[config.mk]
export PLATFORM = sky130hd
export DESIGN_NAME = degree_sine_cosine_unit_top
export DESIGN_NICKNAME = d
export VERILOG_FILES = /design/src/hw/rtl/sdc_pkg.sv /design/src/hw/rtl/sdc_front.sv /design/src/hw/rtl/sdc_queue.sv /design/src/hw/rtl/sdc_back.sv /design/src/hw/rtl/degree_sine_cosine_unit_top.sv
export VERILOG_INCLUDE_DIRS = /design/src /design/src/hw/rtl
export SDC_FILE = /design/constraint.sdc
export NUM_CORES = 1
export LEC_CHECK = 0
export BUFFER_PORTS_ARGS = -buffer_cell sky130_fd_sc_hd__buf_4
export CORE_ASPECT_RATIO = 1.75
export CORE_MARGIN = 4
export CORE_UTILIZATION = 65
export DETAILED_ROUTE_END_ITERATION = 6
export PLACE_DENSITY_LB_ADDON = 0.3
export SLEW_MARGIN = 20
export SYNTH_ARGS = -nofsm -noshare
export SYNTH_HDL_FRONTEND = slang
export SYNTH_SLANG_ARGS = --single-unit
[constraint.sdc]
create_clock -name clk -period 7.5 [get_ports clk]
set_input_delay 1.125 -clock clk [delete_from_list [all_inputs] [get_ports clk]]
set_output_delay 1.125 -clock clk [all_outputs]
set_load 0.02 [all_outputs]
[src/hw/rtl/degree_sine_cosine_unit_top_assert.svh]
// ----------------------------------------------------------------------------
// Assertion macros for the degree sine/cosine unit
// Each macro checks one implication on the rising edge of clk, with the
// check held off while rst_n is low. Defining ASSERT_OFF removes them.
// ----------------------------------------------------------------------------
`ifndef DEGREE_SINE_COSINE_UNIT_TOP_ASSERT_SVH
`define DEGREE_SINE_COSINE_UNIT_TOP_ASSERT_SVH
`ifndef ASSERT_OFF
// The consequent must hold in the same cycle as the antecedent.
`define SDC_ASSERT_NOW(label, cond, expr, msg) \
    label: assert property (@(posedge clk) disable iff (!rst_n) (cond) |-> (expr)) \
        else $error(msg);
// The consequent must hold in the cycle after the antecedent.
`define SDC_ASSERT_NEXT(label, cond, expr, msg) \
    label: assert property (@(posedge clk) disable iff (!rst_n) (cond) |=> (expr)) \
        else $error(msg);
`else
`define SDC_ASSERT_NOW(label, cond, expr, msg)
`define SDC_ASSERT_NEXT(label, cond, expr, msg)
`endif
`endif

[src/hw/rtl/sdc_pkg.sv]
// ----------------------------------------------------------------------------
// sdc_pkg
// Shared constants, types and table-building functions of the degree
// sine/cosine unit.
// ----------------------------------------------------------------------------
`timescale 1ns / 1ps

package sdc_pkg;

    // Internal fixed-point format of the series evaluation: unsigned Q2.30.
    localparam int WORK_BITS = 30;
    // Pi scaled by 2^30, rounded.
    localparam logic [63:0] PI_Q30 = 64'd3373259426;

    // Defaults of the top-level parameters.
    localparam int TERMS_DEFAULT     = 10;
    localparam int FRAC_BITS_DEFAULT = 14;

    // Port widths.
    localparam int ANGLE_W = 16;
    localparam int VALUE_W = 16;

    // Angle reduction: the angle is biased by a multiple of a full turn so it
    // is never negative, then divided by 360 through a reciprocal multiply.
    localparam int BIASED_W    = 17;
    localparam int PROD_W      = 2 * BIASED_W;
    localparam int RECIP_SHIFT = 25;
    localparam int QUOT_W      = PROD_W - RECIP_SHIFT;
    localparam logic [BIASED_W-1:0]   RECIP_360 = 17'd93207;
    localparam logic signed [BIASED_W:0] TURN_BIAS = 18'sd33120;

    // Reduced angle 0..359 and folded first-quadrant angle 0..90.
    localparam int TURN_W      = 9;
    localparam int DEG_W       = 7;
    localparam int QUARTER_DEG = 90;
    localparam logic [TURN_W-1:0] FULL_TURN     = 9'd360;
    localparam logic [TURN_W-1:0] THREE_QUARTER = 9'd270;
    localparam logic [TURN_W-1:0] HALF_TURN     = 9'd180;
    localparam logic [TURN_W-1:0] QUARTER_TURN  = 9'd90;

    // Queue between the front and back parts.
    localparam int QUEUE_DEPTH = 4;
    localparam int QPTR_W      = $clog2(QUEUE_DEPTH);
    localparam int QCNT_W      = $clog2(QUEUE_DEPTH + 1);

    // Width used to apply the quadrant sign before masking to the port width.
    localparam int MAG_CALC_W = 32;

    // One classified angle: folded degrees and the two quadrant signs.
    typedef struct packed {
        logic [DEG_W-1:0] deg;
        logic             cos_neg;
        logic             sin_neg;
    } sdc_item_t;

    // Head of the queue as seen by the back part.
    typedef struct packed {
        logic      valid;
        sdc_item_t item;
    } sdc_head_t;

    // Rounded Q2.30 product.
    function automatic logic [63:0] sdc_qmul(input logic [63:0] p, input logic [63:0] q);
        return (p * q + (64'd1 << (WORK_BITS - 1))) >> WORK_BITS;
    endfunction

    // Unsigned quotient by shift and subtract, one bit per step.
    function automatic logic [63:0] sdc_udiv(input logic [63:0] num, input logic [63:0] den);
        logic [63:0] quo;
        logic [64:0] rem;
        int          b;
        quo = '0;
        rem = '0;
        for (b = 63; b >= 0; b--)
        begin
            rem = {rem[63:0], num[b]};
            if (rem >= {1'b0, den})
            begin
                rem    = rem - {1'b0, den};
                quo[b] = 1'b1;
            end
        end
        return quo;
    endfunction

    // Magnitude of cosine (odd = 0) or sine (odd = 1) of a first-quadrant
    // angle in whole degrees, rounded and saturated to frac_bits fraction
    // bits. Evaluated only while building the constant tables.
    function automatic logic [63:0] sdc_series_mag(input int deg, input bit odd,
                                                   input int terms, input int frac_bits);
        logic [63:0]        r;
        logic [63:0]        r2;
        logic [63:0]        t;
        logic [63:0]        nn;
        logic [63:0]        v;
        logic [63:0]        one;
        logic signed [63:0] sum;
        int                 n;
        int                 k;
        int                 sh;
        one = 64'd1 << frac_bits;
        // A right angle is exact: cosine zero, sine one.
        if (deg == QUARTER_DEG)
        begin
            return odd ? one : 64'd0;
        end
        r   = sdc_udiv(64'(deg) * PI_Q30 + 64'd90, 64'd180);
        r2  = sdc_qmul(r, r);
        t   = odd ? r : (64'd1 << WORK_BITS);
        sum = signed'(t);
        for (k = 1; k < terms; k++)
        begin
            n  = odd ? (2 * k) : (2 * k - 1);
            nn = 64'(n * (n + 1));
            t  = sdc_udiv(sdc_qmul(t, r2) + (nn >> 1), nn);
            if ((k & 1) == 1)
            begin
                sum = sum - signed'(t);
            end
            else
            begin
                sum = sum + signed'(t);
            end
        end
        // Clamp to 0..1, round to the output fraction and saturate at one.
        sh = WORK_BITS - frac_bits;
        if (sum < 0)
        begin
            sum = 64'sd0;
        end
        if (sum > signed'(64'd1 << WORK_BITS))
        begin
            sum = signed'(64'd1 << WORK_BITS);
        end
        v = unsigned'(sum);
        if (sh > 0)
        begin
            v = (v + (64'd1 << (sh - 1))) >> sh;
        end
        if (v > one)
        begin
            v = one;
        end
        return v;
    endfunction

endpackage

[src/hw/rtl/sdc_front.sv]
// ----------------------------------------------------------------------------
// sdc_front
// Accepts angles, reduces them modulo 360 and folds them into the first
// quadrant with the signs of cosine and sine. Writes one item per angle.
// ----------------------------------------------------------------------------
`timescale 1ns / 1ps

module sdc_front (
    input  logic                                clk,
    input  logic                                rst_n,
    input  logic                                push,
    output logic                                full,
    input  logic signed [sdc_pkg::ANGLE_W-1:0]  angle_degrees,
    input  logic        [sdc_pkg::QCNT_W-1:0]   queue_count,
    output logic                                item_push,
    output sdc_pkg::sdc_item_t                  item
);
    import sdc_pkg::*;

    logic                       stage_valid_reg;
    logic                       stage_valid_next;
    logic [BIASED_W-1:0]        biased_reg;
    logic [BIASED_W-1:0]        biased_next;
    logic [PROD_W-1:0]          prod_reg;
    logic [PROD_W-1:0]          prod_next;
    logic signed [BIASED_W:0]   biased_wide;
    logic [QCNT_W:0]            occupancy;
    logic                       accept;
    logic [QUOT_W-1:0]          quot;
    logic [BIASED_W-1:0]        turn_rem;
    logic [TURN_W-1:0]          turn;
    logic [TURN_W-1:0]          fold;

    // Room is counted over the queue and the item in the multiply stage.
    assign occupancy = {1'b0, queue_count} + (QCNT_W + 1)'(stage_valid_reg);
    assign full      = (occupancy >= (QCNT_W + 1)'(QUEUE_DEPTH));
    assign accept    = push && !full;

    // Bias to a non-negative value and start the divide by 360.
    assign biased_wide      = (BIASED_W + 1)'(angle_degrees) + TURN_BIAS;
    assign biased_next      = biased_wide[BIASED_W-1:0];
    assign prod_next        = PROD_W'(biased_next) * PROD_W'(RECIP_360);
    assign stage_valid_next = accept;

    // Stage valid flag.
    always_ff @(posedge clk or negedge rst_n)
    begin
        if (!rst_n)
        begin
            stage_valid_reg <= 1'b0;
        end
        else
        begin
            stage_valid_reg <= stage_valid_next;
        end
    end

    // Stage payload, loaded on each input transfer.
    always_ff @(posedge clk)
    begin
        if (accept)
        begin
            biased_reg <= biased_next;
            prod_reg   <= prod_next;
        end
    end

    // The reciprocal is exact over the biased range, so the quotient needs
    // no correction and the remainder is the angle in 0..359.
    assign quot     = prod_reg[PROD_W-1 -: QUOT_W];
    assign turn_rem = biased_reg - BIASED_W'(quot) * BIASED_W'(FULL_TURN);
    assign turn     = turn_rem[TURN_W-1:0];

    // Fold into the first quadrant. Multiples of 90 land on 0 or 90.
    always_comb
    begin
        priority if (turn < QUARTER_TURN)
        begin
            fold         = turn;
            item.cos_neg = 1'b0;
            item.sin_neg = 1'b1;
        end
        else if (turn < HALF_TURN)
        begin
            fold         = HALF_TURN - turn;
            item.cos_neg = 1'b1;
            item.sin_neg = 1'b1;
        end
        else if (turn < THREE_QUARTER)
        begin
            fold         = turn - HALF_TURN;
            item.cos_neg = 1'b1;
            item.sin_neg = 1'b0;
        end
        else
        begin
            fold         = FULL_TURN - turn;
            item.cos_neg = 1'b0;
            item.sin_neg = 1'b0;
        end
        item.deg = fold[DEG_W-1:0];
    end

    assign item_push = stage_valid_reg;

endmodule

[src/hw/rtl/sdc_queue.sv]
// ----------------------------------------------------------------------------
// sdc_queue
// Short first-in first-out queue of classified angles between the front
// and back parts.
// ----------------------------------------------------------------------------
`timescale 1ns / 1ps

module sdc_queue (
    input  logic                            clk,
    input  logic                            rst_n,
    input  logic                            item_push,
    input  sdc_pkg::sdc_item_t              item,
    input  logic                            item_pop,
    output sdc_pkg::sdc_head_t              head,
    output logic [sdc_pkg::QCNT_W-1:0]      count
);
    import sdc_pkg::*;

    sdc_item_t          slot_reg [QUEUE_DEPTH];
    logic [QPTR_W-1:0]  wr_ptr_reg;
    logic [QPTR_W-1:0]  wr_ptr_next;
    logic [QPTR_W-1:0]  rd_ptr_reg;
    logic [QPTR_W-1:0]  rd_ptr_next;
    logic [QCNT_W-1:0]  count_reg;
    logic [QCNT_W-1:0]  count_next;

    // Pointer and occupancy update.
    always_comb
    begin
        wr_ptr_next = wr_ptr_reg;
        rd_ptr_next = rd_ptr_reg;
        count_next  = count_reg;
        if (item_push)
        begin
            wr_ptr_next = (wr_ptr_reg == QPTR_W'(QUEUE_DEPTH - 1)) ? '0 : wr_ptr_reg + 1'b1;
        end
        if (item_pop)
        begin
            rd_ptr_next = (rd_ptr_reg == QPTR_W'(QUEUE_DEPTH - 1)) ? '0 : rd_ptr_reg + 1'b1;
        end
        unique case ({item_push, item_pop})
            2'b10:   count_next = count_reg + 1'b1;
            2'b01:   count_next = count_reg - 1'b1;
            default: count_next = count_reg;
        endcase
    end

    // Control registers.
    always_ff @(posedge clk or negedge rst_n)
    begin
        if (!rst_n)
        begin
            wr_ptr_reg <= '0;
            rd_ptr_reg <= '0;
            count_reg  <= '0;
        end
        else
        begin
            wr_ptr_reg <= wr_ptr_next;
            rd_ptr_reg <= rd_ptr_next;
            count_reg  <= count_next;
        end
    end

    // Entry storage.
    always_ff @(posedge clk)
    begin
        if (item_push)
        begin
            slot_reg[wr_ptr_reg] <= item;
        end
    end

    assign head.valid = (count_reg != '0);
    assign head.item  = slot_reg[rd_ptr_reg];
    assign count      = count_reg;

endmodule

[src/hw/rtl/sdc_back.sv]
// ----------------------------------------------------------------------------
// sdc_back
// Looks up cosine and sine magnitudes of the folded angle, applies the
// quadrant signs and holds the result in the output register.
// ----------------------------------------------------------------------------
`timescale 1ns / 1ps

module sdc_back #(
    parameter int TERMS     = sdc_pkg::TERMS_DEFAULT,
    parameter int FRAC_BITS = sdc_pkg::FRAC_BITS_DEFAULT
) (
    input  logic                                clk,
    input  logic                                rst_n,
    input  sdc_pkg::sdc_head_t                  head,
    output logic                                item_pop,
    output logic                                empty,
    input  logic                                pop,
    output logic signed [sdc_pkg::VALUE_W-1:0]  cosine_value,
    output logic signed [sdc_pkg::VALUE_W-1:0]  neg_sine_value
);
    import sdc_pkg::*;

    localparam int MAG_W = FRAC_BITS + 1;

    logic [MAG_W-1:0]       cos_rom [QUARTER_DEG + 1];
    logic [MAG_W-1:0]       sin_rom [QUARTER_DEG + 1];
    logic                   out_valid_reg;
    logic                   out_valid_next;
    logic [VALUE_W-1:0]     cos_reg;
    logic [VALUE_W-1:0]     cos_next;
    logic [VALUE_W-1:0]     sin_reg;
    logic [VALUE_W-1:0]     sin_next;
    logic [MAG_CALC_W-1:0]  cos_mag;
    logic [MAG_CALC_W-1:0]  sin_mag;
    logic [MAG_CALC_W-1:0]  cos_signed;
    logic [MAG_CALC_W-1:0]  sin_signed;
    logic                   load;

    // Constant tables of the series, one entry per whole degree 0..90.
    for (genvar g = 0; g <= QUARTER_DEG; g++)
    begin : g_rom
        localparam logic [63:0] COS_ENTRY = sdc_series_mag(g, 1'b0, TERMS, FRAC_BITS);
        localparam logic [63:0] SIN_ENTRY = sdc_series_mag(g, 1'b1, TERMS, FRAC_BITS);
        assign cos_rom[g] = COS_ENTRY[MAG_W-1:0];
        assign sin_rom[g] = SIN_ENTRY[MAG_W-1:0];
    end

    // Take the head item whenever the output register is free or drained.
    assign load     = head.valid && (!out_valid_reg || pop);
    assign item_pop = load;

    // Apply the quadrant signs and mask to the port width.
    assign cos_mag    = MAG_CALC_W'(cos_rom[head.item.deg]);
    assign sin_mag    = MAG_CALC_W'(sin_rom[head.item.deg]);
    assign cos_signed = head.item.cos_neg ? (~cos_mag + 1'b1) : cos_mag;
    assign sin_signed = head.item.sin_neg ? (~sin_mag + 1'b1) : sin_mag;
    assign cos_next   = cos_signed[VALUE_W-1:0];
    assign sin_next   = sin_signed[VALUE_W-1:0];

    // Output valid flag.
    always_comb
    begin
        priority if (load)
        begin
            out_valid_next = 1'b1;
        end
        else if (pop)
        begin
            out_valid_next = 1'b0;
        end
        else
        begin
            out_valid_next = out_valid_reg;
        end
    end

    always_ff @(posedge clk or negedge rst_n)
    begin
        if (!rst_n)
        begin
            out_valid_reg <= 1'b0;
        end
        else
        begin
            out_valid_reg <= out_valid_next;
        end
    end

    // Output payload.
    always_ff @(posedge clk)
    begin
        if (load)
        begin
            cos_reg <= cos_next;
            sin_reg <= sin_next;
        end
    end

    assign empty          = !out_valid_reg;
    assign cosine_value   = signed'(cos_reg);
    assign neg_sine_value = signed'(sin_reg);

endmodule

[src/hw/rtl/degree_sine_cosine_unit_top.sv]
// A result is registered in the multiply stage, then the queue, then the output register.
// Throughput: one angle per cycle while pop drains the output register; the
// multiply stage, four-entry queue and output register each move one item per cycle.
// The front stalls only when the queue and its multiply stage hold four items.
// Reset clears the valid flags and queue pointers; no angle or result survives it.
// ----------------------------------------------------------------------------
// degree_sine_cosine_unit_top
// Cosine and negated sine in signed fixed point of a whole-degree angle,
// with a front part for reduction, a queue, and a back part for lookup.
// ----------------------------------------------------------------------------
`timescale 1ns / 1ps
`include "degree_sine_cosine_unit_top_assert.svh"

module degree_sine_cosine_unit_top #(
    parameter int TERMS     = sdc_pkg::TERMS_DEFAULT,
    parameter int FRAC_BITS = sdc_pkg::FRAC_BITS_DEFAULT
) (
    input  logic                                clk,
    input  logic                                rst_n,
    input  logic                                push,
    output logic                                full,
    input  logic signed [sdc_pkg::ANGLE_W-1:0]  angle_degrees,
    output logic                                empty,
    input  logic                                pop,
    output logic signed [sdc_pkg::VALUE_W-1:0]  cosine_value,
    output logic signed [sdc_pkg::VALUE_W-1:0]  neg_sine_value
);
    import sdc_pkg::*;

    logic               item_push;
    sdc_item_t          item;
    logic               item_pop;
    sdc_head_t          q_head;
    logic [QCNT_W-1:0]  q_count;

    // Front: reduction and quadrant folding.
    sdc_front u_front (
        .clk           (clk),
        .rst_n         (rst_n),
        .push          (push),
        .full          (full),
        .angle_degrees (angle_degrees),
        .queue_count   (q_count),
        .item_push     (item_push),
        .item          (item)
    );

    // Queue between the two parts.
    sdc_queue u_queue (
        .clk       (clk),
        .rst_n     (rst_n),
        .item_push (item_push),
        .item      (item),
        .item_pop  (item_pop),
        .head      (q_head),
        .count     (q_count)
    );

    // Back: table lookup, sign and output register.
    sdc_back #(
        .TERMS     (TERMS),
        .FRAC_BITS (FRAC_BITS)
    ) u_back (
        .clk            (clk),
        .rst_n          (rst_n),
        .head           (q_head),
        .item_pop       (item_pop),
        .empty          (empty),
        .pop            (pop),
        .cosine_value   (cosine_value),
        .neg_sine_value (neg_sine_value)
    );

    // Queue occupancy never passes its depth.
    `SDC_ASSERT_NOW(a_queue_bound, 1'b1, q_count <= QCNT_W'(QUEUE_DEPTH), "queue overflow")
    // A full queue receives no item in the following cycle.
    `SDC_ASSERT_NEXT(a_no_push_when_full, q_count == QCNT_W'(QUEUE_DEPTH), !item_push, "push into full queue")
    // The back part drains the queue only into a free output register.
    `SDC_ASSERT_NOW(a_pop_into_room, item_pop, empty || pop, "result overwritten")
    // The back part never drains an empty queue.
    `SDC_ASSERT_NOW(a_pop_has_item, item_pop, q_head.valid, "pop from empty queue")

endmodule
== Word-level counts from Yosys, hierarchy flattened ==
Memory sizes are Yosys's and may differ from the RTL's.
Cells that the tools add are included.

* Register bits: 84
* Bits in writable memories: 36
* Bits in read-only memories: 3,840
* Input port bits: 20
* Output and inout bits: 34
* Memories kept: 3

{| class="wikitable"
|+ Memory list
! name !! words !! bits a word !! rd ports !! clocked after memory_dff !! write ports !! RTL line !! source
|-
| (name not given) || 128 || 15 || 1 || 0 || 0 || sdc_back.sv:53 || <nowiki>assign cos_mag = MAG_CALC_W'(cos_rom[head.item.deg]);</nowiki>
|-
| (name not given) || 128 || 15 || 1 || 0 || 0 || sdc_back.sv:54 || <nowiki>assign sin_mag = MAG_CALC_W'(sin_rom[head.item.deg]);</nowiki>
|-
| u_queue.slot_reg || 4 || 9 || 1 || 0 || 1 || sdc_queue.sv:19 || <nowiki>sdc_item_t slot_reg [QUEUE_DEPTH];</nowiki>
|}

* $add $sub $neg: 12
* $mul: 2
* Order comparisons: 5
* Eq/ne operators: 4
* Multiplexer cells: 19
* Bitwise logic cells: 3
* Reductions and logical operators: 8

{| class="wikitable"
|+ Operators with widths
! kind !! count
|-
| two-way mux 15 bit || 6
|-
| multiplier 17 x 17 -> 34 bit (second input constant) || 1
|-
| adder 16 x 1 -> 16 bit (second input constant) || 2
|-
| NOT 15 -> 16 bit || 2
|-
| two-way mux 7 bit || 3
|-
| adder 16 x 17 -> 17 bit (second input constant) || 1
|-
| two-way mux 2 bit || 5
|-
| < comparator 9 x 7 -> 1 bit (second input constant) || 1
|-
| < comparator 9 x 8 -> 1 bit (second input constant) || 1
|-
| < comparator 9 bit (second input constant) || 1
|-
| multiplier 9 x 6 -> 6 bit (second input constant) || 1
|-
| subtractor 9 bit || 1
|-
| greater-or-equal comparator 8 bit (second input constant) || 1
|-
| NOT 7 -> 8 bit || 1
|-
| subtractor 6 x 7 -> 7 bit (first input constant) || 1
|-
| subtractor 7 x 6 -> 7 bit (second input constant) || 1
|-
| subtractor 7 bit (first input constant) || 1
|-
| equality test 2 bit (second input constant) || 3
|-
| case mux 3 bit (2 select lines) || 1
|-
| adder 2 x 1 -> 2 bit (second input constant) || 2
|-
| adder 3 x 1 -> 4 bit || 1
|-
| greater-or-equal comparator 4 x 3 -> 1 bit (second input constant) || 1
|-
| two-way mux 1 bit || 4
|-
| nonzero test 2 bit || 2
|-
| other kinds (7) || 9
|}

== Longest topological paths before layout ==
Gate-level depths: netlist (run 1).
An unclocked memory read counts as a cell.

* Depth after elaboration: 8
* Gate-level depth with buffers: 27
* Depth with buffers taken out: 27

== Hierarchy ==
From an unflattened synthesis (run 1), not the netlist that was laid out.

* Cells, all modules: 1,418
* Area total of the unflattened synthesis: 12,992.5 µm²

{| class="wikitable"
|+ Modules (own cells, without submodules)
! module !! times used !! cells an instance !! area an instance (µm²) !! seq. area each (µm²)
|-
| sdc_front || 1 || 668 || 6,092.1 || 475.5
|-
| sdc_back || 1 || 669 || 5,196.2 || 985.9
|-
| sdc_queue || 1 || 81 || 1,704.1 || 1,256.2
|}

== Worst setup path before layout (run 1) ==
Ideal clock, no wire load.

* Path type: input-to-reg
* Start: input angle_degrees[5] in the netlist's numbering
* End: register u_front.prod_reg[29] (data pin)
* Setup time: 0.262 ns
* Data arrival time: 6.252 ns
* Setup slack: 0.986 ns
* Stages: 23
* Buffers on the path: 0
* Path through: inv_1 > ha_1 > inv_1 > ha_1 > inv_1 > fa_1 > fa_1 > inv_1 > fa_1 > fa_1 > inv_1 > fa_1 > inv_1 > ha_1 > a21oi_1 > o22ai_1 > o21a_1 > o21a_1 > o21bai_1 > a21oi_1 > nor3_1 > o21bai_1 > xor2_1

* Word-level cells in the longest chain between the ends: 2

{| class="wikitable"
|+ RTL lines
! item !! RTL line !! source
|-
| from (decl) || degree_sine_cosine_unit_top.sv:22 || <nowiki>input logic signed [sdc_pkg::ANGLE_W-1:0] angle_degrees,</nowiki>
|-
| adder 16 x 17 -> 17 bit || sdc_front.sv:40 || <nowiki>assign biased_wide = (BIASED_W + 1)'(angle_degrees) + TURN_BIAS;</nowiki>
|-
| via u_front.biased_wide[6] || sdc_front.sv:26 || <nowiki>logic signed [BIASED_W:0] biased_wide;</nowiki>
|-
| multiplier 17 x 17 -> 34 bit || sdc_front.sv:42 || <nowiki>assign prod_next = PROD_W'(biased_next) * PROD_W'(RECIP_360);</nowiki>
|-
| via u_front.prod_next[29] || sdc_front.sv:25 || <nowiki>logic [PROD_W-1:0] prod_next;</nowiki>
|-
| to (signal assigned) || sdc_front.sv:64 || <nowiki>prod_reg <= prod_next;</nowiki>
|-
| to (decl) || sdc_front.sv:24 || <nowiki>logic [PROD_W-1:0] prod_reg;</nowiki>
|}

The timed path passes the listed nets, and every way through them passes these cells.
A chain may end at the register's enable or synchronous reset.

== Worst setup path after layout (run 1) ==
Same ends and word-level chain as after synthesis.

==> results_dict.tcl, run 1 <==
set metrics [dict create \
    outcome "completed" \
    finClkSkew_ns 0.0113 \
    post_cts_buffers 0 \
    multiInputGateArea_um2 8920 \
    slew_violations 0 \
    syn_area_um2 12700 \
    via_per_inst 6.73 \
    cts_resized 0 \
    worst_ep_required_time_ns 7.61 \
    drc 0 \
    ys_warn_count 0 \
    place.gp.congestion 1.09 \
    period_needed_ns 6.89 \
    synth_seq_cells 92 \
    setup-tns-final_ns 0 \
    grt_pass1_vias 11573 \
    finalSetupViolCount 0 \
    fin_crit_sh_pct 91.9 \
    clk_path_buf_depth 2 \
    n_fill_cell 1494 \
    largest_register_ffs 36 \
    instances_no_fill 1662 \
    synth-main-ff-cell "edfxtp_1" \
    drive_gt1_share_pct 9.51 \
    dp_slack_ns 0.326 \
    grt_use_total_pct 39.8 \
    path_class "in -> reg" \
    place_hpwl_mm 33.0 \
    coreArea_um2 19200 \
    grt_start_max_net_pins 98 \
    crit_arrival_ns 7.01 \
    hold_buffers 0 \
    fmax_mhz 145 \
    htreeDepth 3 \
    wl_met3_mm 3.03 \
    die_area_um2 22000 \
    cap_violations 0 \
    ant_nets 0 \
    wl_met1_mm 12.5 \
    clk_latency_ns 0.37 \
    synthArstFlopShare_pct 9.78 \
    finalWorstSetupSlack_ns 0.608 \
    worstMarginPinSlew_ns 1.01 \
    synth_cell_types 87 \
    rsz0062_at_grt "no" \
    synth_edf_count 83 \
    clock-sinks 92 \
    clock_tree.root_cell "clkbuf_16" \
    area_growth_pct 7.07 \
    path_max_fanout 7 \
    synth_seq_area_share_pct 21.4 \
    finalHoldViolCount 0 \
    portBuffers 53 \
    ios 54 \
    vias 11187 \
    grt-ovfl-total 0 \
    fp.dieH_um 193 \
    grt_pass1_wl_mm 65.2 \
    cts_buffers 9 \
    drt_iter0_markers 1001 \
    syn_nets 1673 \
    start_util_pct 66.3 \
    relSlewSlack_pct 31.5 \
    endpoint_kind "flip-flop" \
    core.rowCount 67 \
    detail_route.wl_per_cell_um 25.6 \
    antenna_found_initial 0 \
    layout.nets 1691 \
    wl_met2_mm 21.8 \
    worst_setup_path_start_kind "input pin" \
    wl_mm 42.5 \
    synthCells 1397 \
    top_layer_used "met4" \
    cts_tree "done" \
    clk_pin_slew_worst_paths_ns 0.07 \
    seq_area_um2 2720 \
    first_pass_iters 7 \
    final_util_pct 71.0 \
    hold_class "reg -> reg" \
    dp.cells 1645 \
    die_width_um 114 \
    synth_area_per_cell_um2 9.11 \
]
-- worst max-delay path: stages --
cell and delay [ns]:
buf_4 0.13, inv_1 0.17, ha_1 0.22, inv_1 0.05
a21o_1 0.26, nand3_1 0.18, nor2_1 0.08, xnor2_1 0.76
ha_1 0.42, ha_1 0.23, fa_1 0.54, fa_1 0.51
inv_1 0.06, fa_1 0.53, inv_1 0.04, ha_1 0.30
nand3_1 0.12, o22ai_1 0.08, o21a_1 0.17, o21a_1 0.16
o21bai_1 0.17, a21oi_1 0.12, nor3_1 0.31, o21bai_1 0.12
xor2_1 0.16
-- layout make-up --
class | instances | share of cell area, %
Clock buffer | 9 | 1.65
Clock inverter | 7 | 0.597
Timing Repair Buffer | 73 | 4.11
Multi-Input combinational cell | 1020 | 65.4
Sequential cell | 92 | 19.9
Inverter | 219 | 6.03
Antenna cell | 1 | 0.0184
Tap cell | 241 | 2.21
-- metal layers --
metal	vias up	GRT usage, %
met5	-	0
met4	0	36.1
met3	293	8.43
met2	651	72.0
met1	5305	36.6
li1	4938	-
-- stage by stage --
stage / instance area (um^2) / hold WS, ns
3_5_place_dp: 13300 / 0.519
4_1_cts: 13600 / 0.529
5_1_grt: 13600 / 0.564
2_1_floorplan: 12700 / 0.465
3_3_place_gp: 13300 / 0.507
6_report: 13600 / 0.527
-- cells in the mapped netlist, drive strengths merged, types with 7 or more instances --
master	number	area [um^2]
or3	8	50.1
nand2	86	323
inv	217	815
o211ai	21	163
xor2	34	298
edfxtp	83	2490
a221oi	10	93.8
a21o	15	113
o21bai	12	90.1
ha	178	2230
fa	78	1560
mux2	13	154
and3	10	62.6
nor3	29	150
nand2b	25	156
dfrtp	9	225
a211oi	11	82.6
a21oi	61	305
nand3	25	125
o221ai	9	78.8
a31oi	18	113
clkbuf	37	139
o311ai	9	78.8
or2	9	56.3
o22ai	7	43.8
o21ai	46	230
xnor2	56	490
mux2i	24	253
and2	20	125
nor2b	10	62.6
nor2	74	278
a311oi	8	70.1
nand4	10	62.6
buf	29	169
-- path summary, 6_finish.rpt --
check	startpoint	endpoint	slack, ns	depth (start not counted)
worst max register to register	u_queue.rd_ptr_reg[0]	u_back.neg_sine_value[13]	1.71	15
worst min-delay path	u_queue.count[2]	u_queue.count[2]	0.53	1
worst max-delay path	angle_degrees[5]	u_front.prod_reg[29]	0.61	25
max in group asynchronous	rst_n	u_queue.count[2]	6.74	1
worst min register to register	u_queue.count[2]	u_queue.count[2]	0.53	1
min in group asynchronous	rst_n	u_queue.rd_ptr_reg[0]	0.59	1
-- cell usage in the layout (no fill, tap or decap), drive strengths merged, types with 8 or more instances in the layout --
cell type and n:
inv 219, ha 178, nand2 86, edfxtp 83, fa 78, nor2 74, buf 73, a21oi 61
xnor2 56, o21ai 46, xor2 34, nor3 29, nand3 25, nand2b 25, mux2i 24, o211ai 21
and2 20, a31oi 18, a21o 15, mux2 13, o21bai 12, a211oi 11, and3 10, nand4 10
nor2b 10, a221oi 10, o221ai 9, clkbuf 9, dfrtp 9, o311ai 9, or2 9, a311oi 8
or3 8
-- cell families (layout without fill, tap and decap cells) --
logic type	count (synthesis)	count (layout)	synth area share (%)
and+or+nand+nor	328	328	12.9
AOI/OAI and AO/OA	304	304	16.9
buffers and inverters	285	308	8.88
adders and majority gates	256	256	29.8
DFF	92	92	21.4
xor gates and xnor gates	90	90	6.19
muxes	42	42	4.08
other	0	1	0
Power of run 1 is left out: the tool's default activity adds up to more than one toggle a clock period on the data nets, which glitch-free logic cannot reach.
==> run 2: changes to the inputs <==
--- a/config.mk
+++ b/config.mk
@@ -6,9 +6,9 @@
 export SDC_FILE = /design/constraint.sdc
 export NUM_CORES = 1
 export LEC_CHECK = 0
+export ABC_AREA = 1
 export BUFFER_PORTS_ARGS = -buffer_cell sky130_fd_sc_hd__buf_4
 export CORE_ASPECT_RATIO = 1.75
-export CORE_MARGIN = 4
 export CORE_UTILIZATION = 65
 export DETAILED_ROUTE_END_ITERATION = 6
 export PLACE_DENSITY_LB_ADDON = 0.3
==> run 2 against run 1 <==
Final area up 2.9%; synthesized cell count up 30%; via count up 16%; hold slack worse by 0.055 ns; core utilization down 0.23 points; sequential cell count unchanged; first-iteration DRC count up 24%; cell count up 26%; setup slack better by 0.16 ns; critical path type unchanged.
==> results_dict.tcl, run 2 <==
set metrics [dict create \
    finClkSkew_ns 0.0158 \
    drt_iter0_markers 1244 \
    worst_ep_required_time_ns 7.61 \
    ios 54 \
    n_fill_cell 1581 \
    detail_route.wl_per_cell_um 23.0 \
    cts_buffers 9 \
    grt_pass1_wl_mm 73.4 \
    synthTopCellsByCount "nand2_1 (500), inv_1 (340), ha_1 (178)" \
    die_width_um 110 \
    cts_resized 0 \
    path_max_fanout 7 \
    synth_cell_types 45 \
    clk_latency_ns 0.38 \
    timing.hold.ws_ns 0.472 \
    synth_seq_cells 92 \
    endpoint_kind "flip-flop" \
    ys_warn_count 0 \
    relSlewSlack_pct 34.9 \
    cp_cell_sequence "buf_4, inv_1, ha_1, o21ai_0, nand3_1, nor2_1, nand3_1, nor2_1, xnor2_1, ha_1, ha_1, fa_1, fa_1, inv_1, fa_1, inv_1, ha_1, nand2_1, inv_1, a21boi_0, o41ai_1, a221oi_1, o21ai_0, xor2_1" \
    grt_use_total_pct 48.9 \
    vias 13018 \
    finalWorstSetupSlack_ns 0.766 \
    finalHoldViolCount 0 \
    grt_start_max_net_pins 68 \
    hold_class "reg -> reg" \
    rsz0062_at_grt "no" \
    area_growth_pct 6.11 \
    period_needed_ns 6.73 \
    yosys.area.top_type_share_pct 18.9 \
    place_hpwl_mm 36.9 \
    via_per_inst 6.20 \
    crit_path_max_incr_delay_ns 0.52 \
    fin_crit_sh_pct 89.8 \
    finalSetupViolCount 0 \
    synth_seq_area_share_pct 20.6 \
    syn_area_um2 13200 \
    htreeDepth 3 \
    place.gp.congestion 1.10 \
    fp.dieH_um 191 \
    clock-sinks 92 \
    synth_edf_count 83 \
    worstMarginPinSlew_ns 0.967 \
    syn_nets 2095 \
    n_antenna_cell 0 \
    largest_register_ffs 36 \
    die_area_um2 20900 \
    synth_area_leaders "edfxtp_1 (19%), ha_1 (17%), nand2_1 (14%)" \
    mostFrequentLayoutCells "nand2_1 (500), inv_1 (340), ha_1 (178), nand3_1 (156), nor2_1 (104)" \
    grt-ovfl-total 0 \
    synth_most_common_cell "nand2_1" \
    worst_setup_path_start_kind "input pin" \
    first_pass_iters 6 \
    synth-main-ff-cell "edfxtp_1" \
    crit_arrival_ns 6.84 \
    core.rowCount 68 \
    cts_tree "done" \
    slew_violations 0 \
    setup-tns-final_ns 0 \
    seq_area_um2 2720 \
    coreArea_um2 19800 \
    wl_mm 48.2 \
    layout.nets 2127 \
    multiInputGateArea_um2 8940 \
    ant_nets 0 \
    path_class "in -> reg" \
    outcome "completed" \
    cpMaxStageDelayCell "fa_1" \
    dp_slack_ns 0.476 \
    portBuffers 53 \
    cap_violations 0 \
    fmax_mhz 149 \
    start_util_pct 66.7 \
    final_common_cell "nand2_1" \
    drive_gt1_share_pct 6.52 \
    drc 0 \
    grt_pass1_vias 13219 \
    antenna_found_initial 0 \
    synth_area_per_cell_um2 7.27 \
    post_cts_buffers 0 \
    yosysTopAreaCell "edfxtp_1" \
    synthArstFlopShare_pct 9.78 \
    hold_buffers 0 \
    clk_pin_slew_worst_paths_ns 0.07 \
    synthCells 1819 \
    clk_path_buf_depth 2 \
    clock_tree.root_cell "clkbuf_16" \
]
[run 2: routing by layer]
metal / GRT usage, % / share of wire, %
met5: 1.79 / 0.071
met4: 51.8 / 13
met3: 18.0 / 10
met2: 78.4 / 47
met1: 44.4 / 29
[run 2: area by class of cell]
cell class                      count  share of cell area (%)
Clock buffer                        9                    1.61
Sequential cell                    92                    19.4
Timing Repair Buffer               62                    3.32
Tap cell                          245                    2.19
Multi-Input combinational cell   1338                    63.7
Clock inverter                      7                   0.491
Inverter                          348                    9.31
[run 2: worst paths after layout]
path                                  startpoint                 endpoint  slack (ns)  depth (start not counted)
setup / recovery                angle_degrees[5]     u_front.prod_reg[27]        0.77                         24
hold / removal                  u_queue.count[0]         u_queue.count[0]        0.47                          1
setup reg to reg           u_queue.rd_ptr_reg[0]  u_back.cosine_value[12]        1.88                         21
hold reg to reg                 u_queue.count[0]         u_queue.count[0]        0.47                          1
max in group asynchronous                  rst_n    u_queue.wr_ptr_reg[0]        6.80                          1
min in group asynchronous                  rst_n     u_back.out_valid_reg        0.56                          1
[run 2: stage by stage]
stage / cells / utilization, % / area [um^2]
after detailed placement: 2085 / 69.3 / 13700
after global placement: 2085 / 69.3 / 13700
after CTS: 2101 / 70.8 / 14000
after floorplan: 1819 / - / 13200
final: 2101 / 70.8 / 14000
after global routing: 2101 / 70.8 / 14000
[run 2: critical path: cells and delay by family]
kind | cells | cell delay, ns
AOI/OAI and AO/OA | 5 | 1.11
buffers and inverters | 5 | 0.36
xor gates and xnor gates | 2 | 0.54
adders and majority gates | 7 | 2.76
and+or+nand+nor | 5 | 0.93
[run 2: cells by family (layout without fill, tap and decap cells)]
kind of cell | count (synthesis) | in the layout | share of synthesized area [%]
xor+xnor | 69 | 69 | 4.57
fa+ha+maj | 256 | 256 | 28.7
compound gates | 183 | 183 | 7.65
buf+inv | 389 | 426 | 11.9
simple gates | 830 | 830 | 26.6
flops | 92 | 92 | 20.6
Power of run 2 is left out for the same reason.
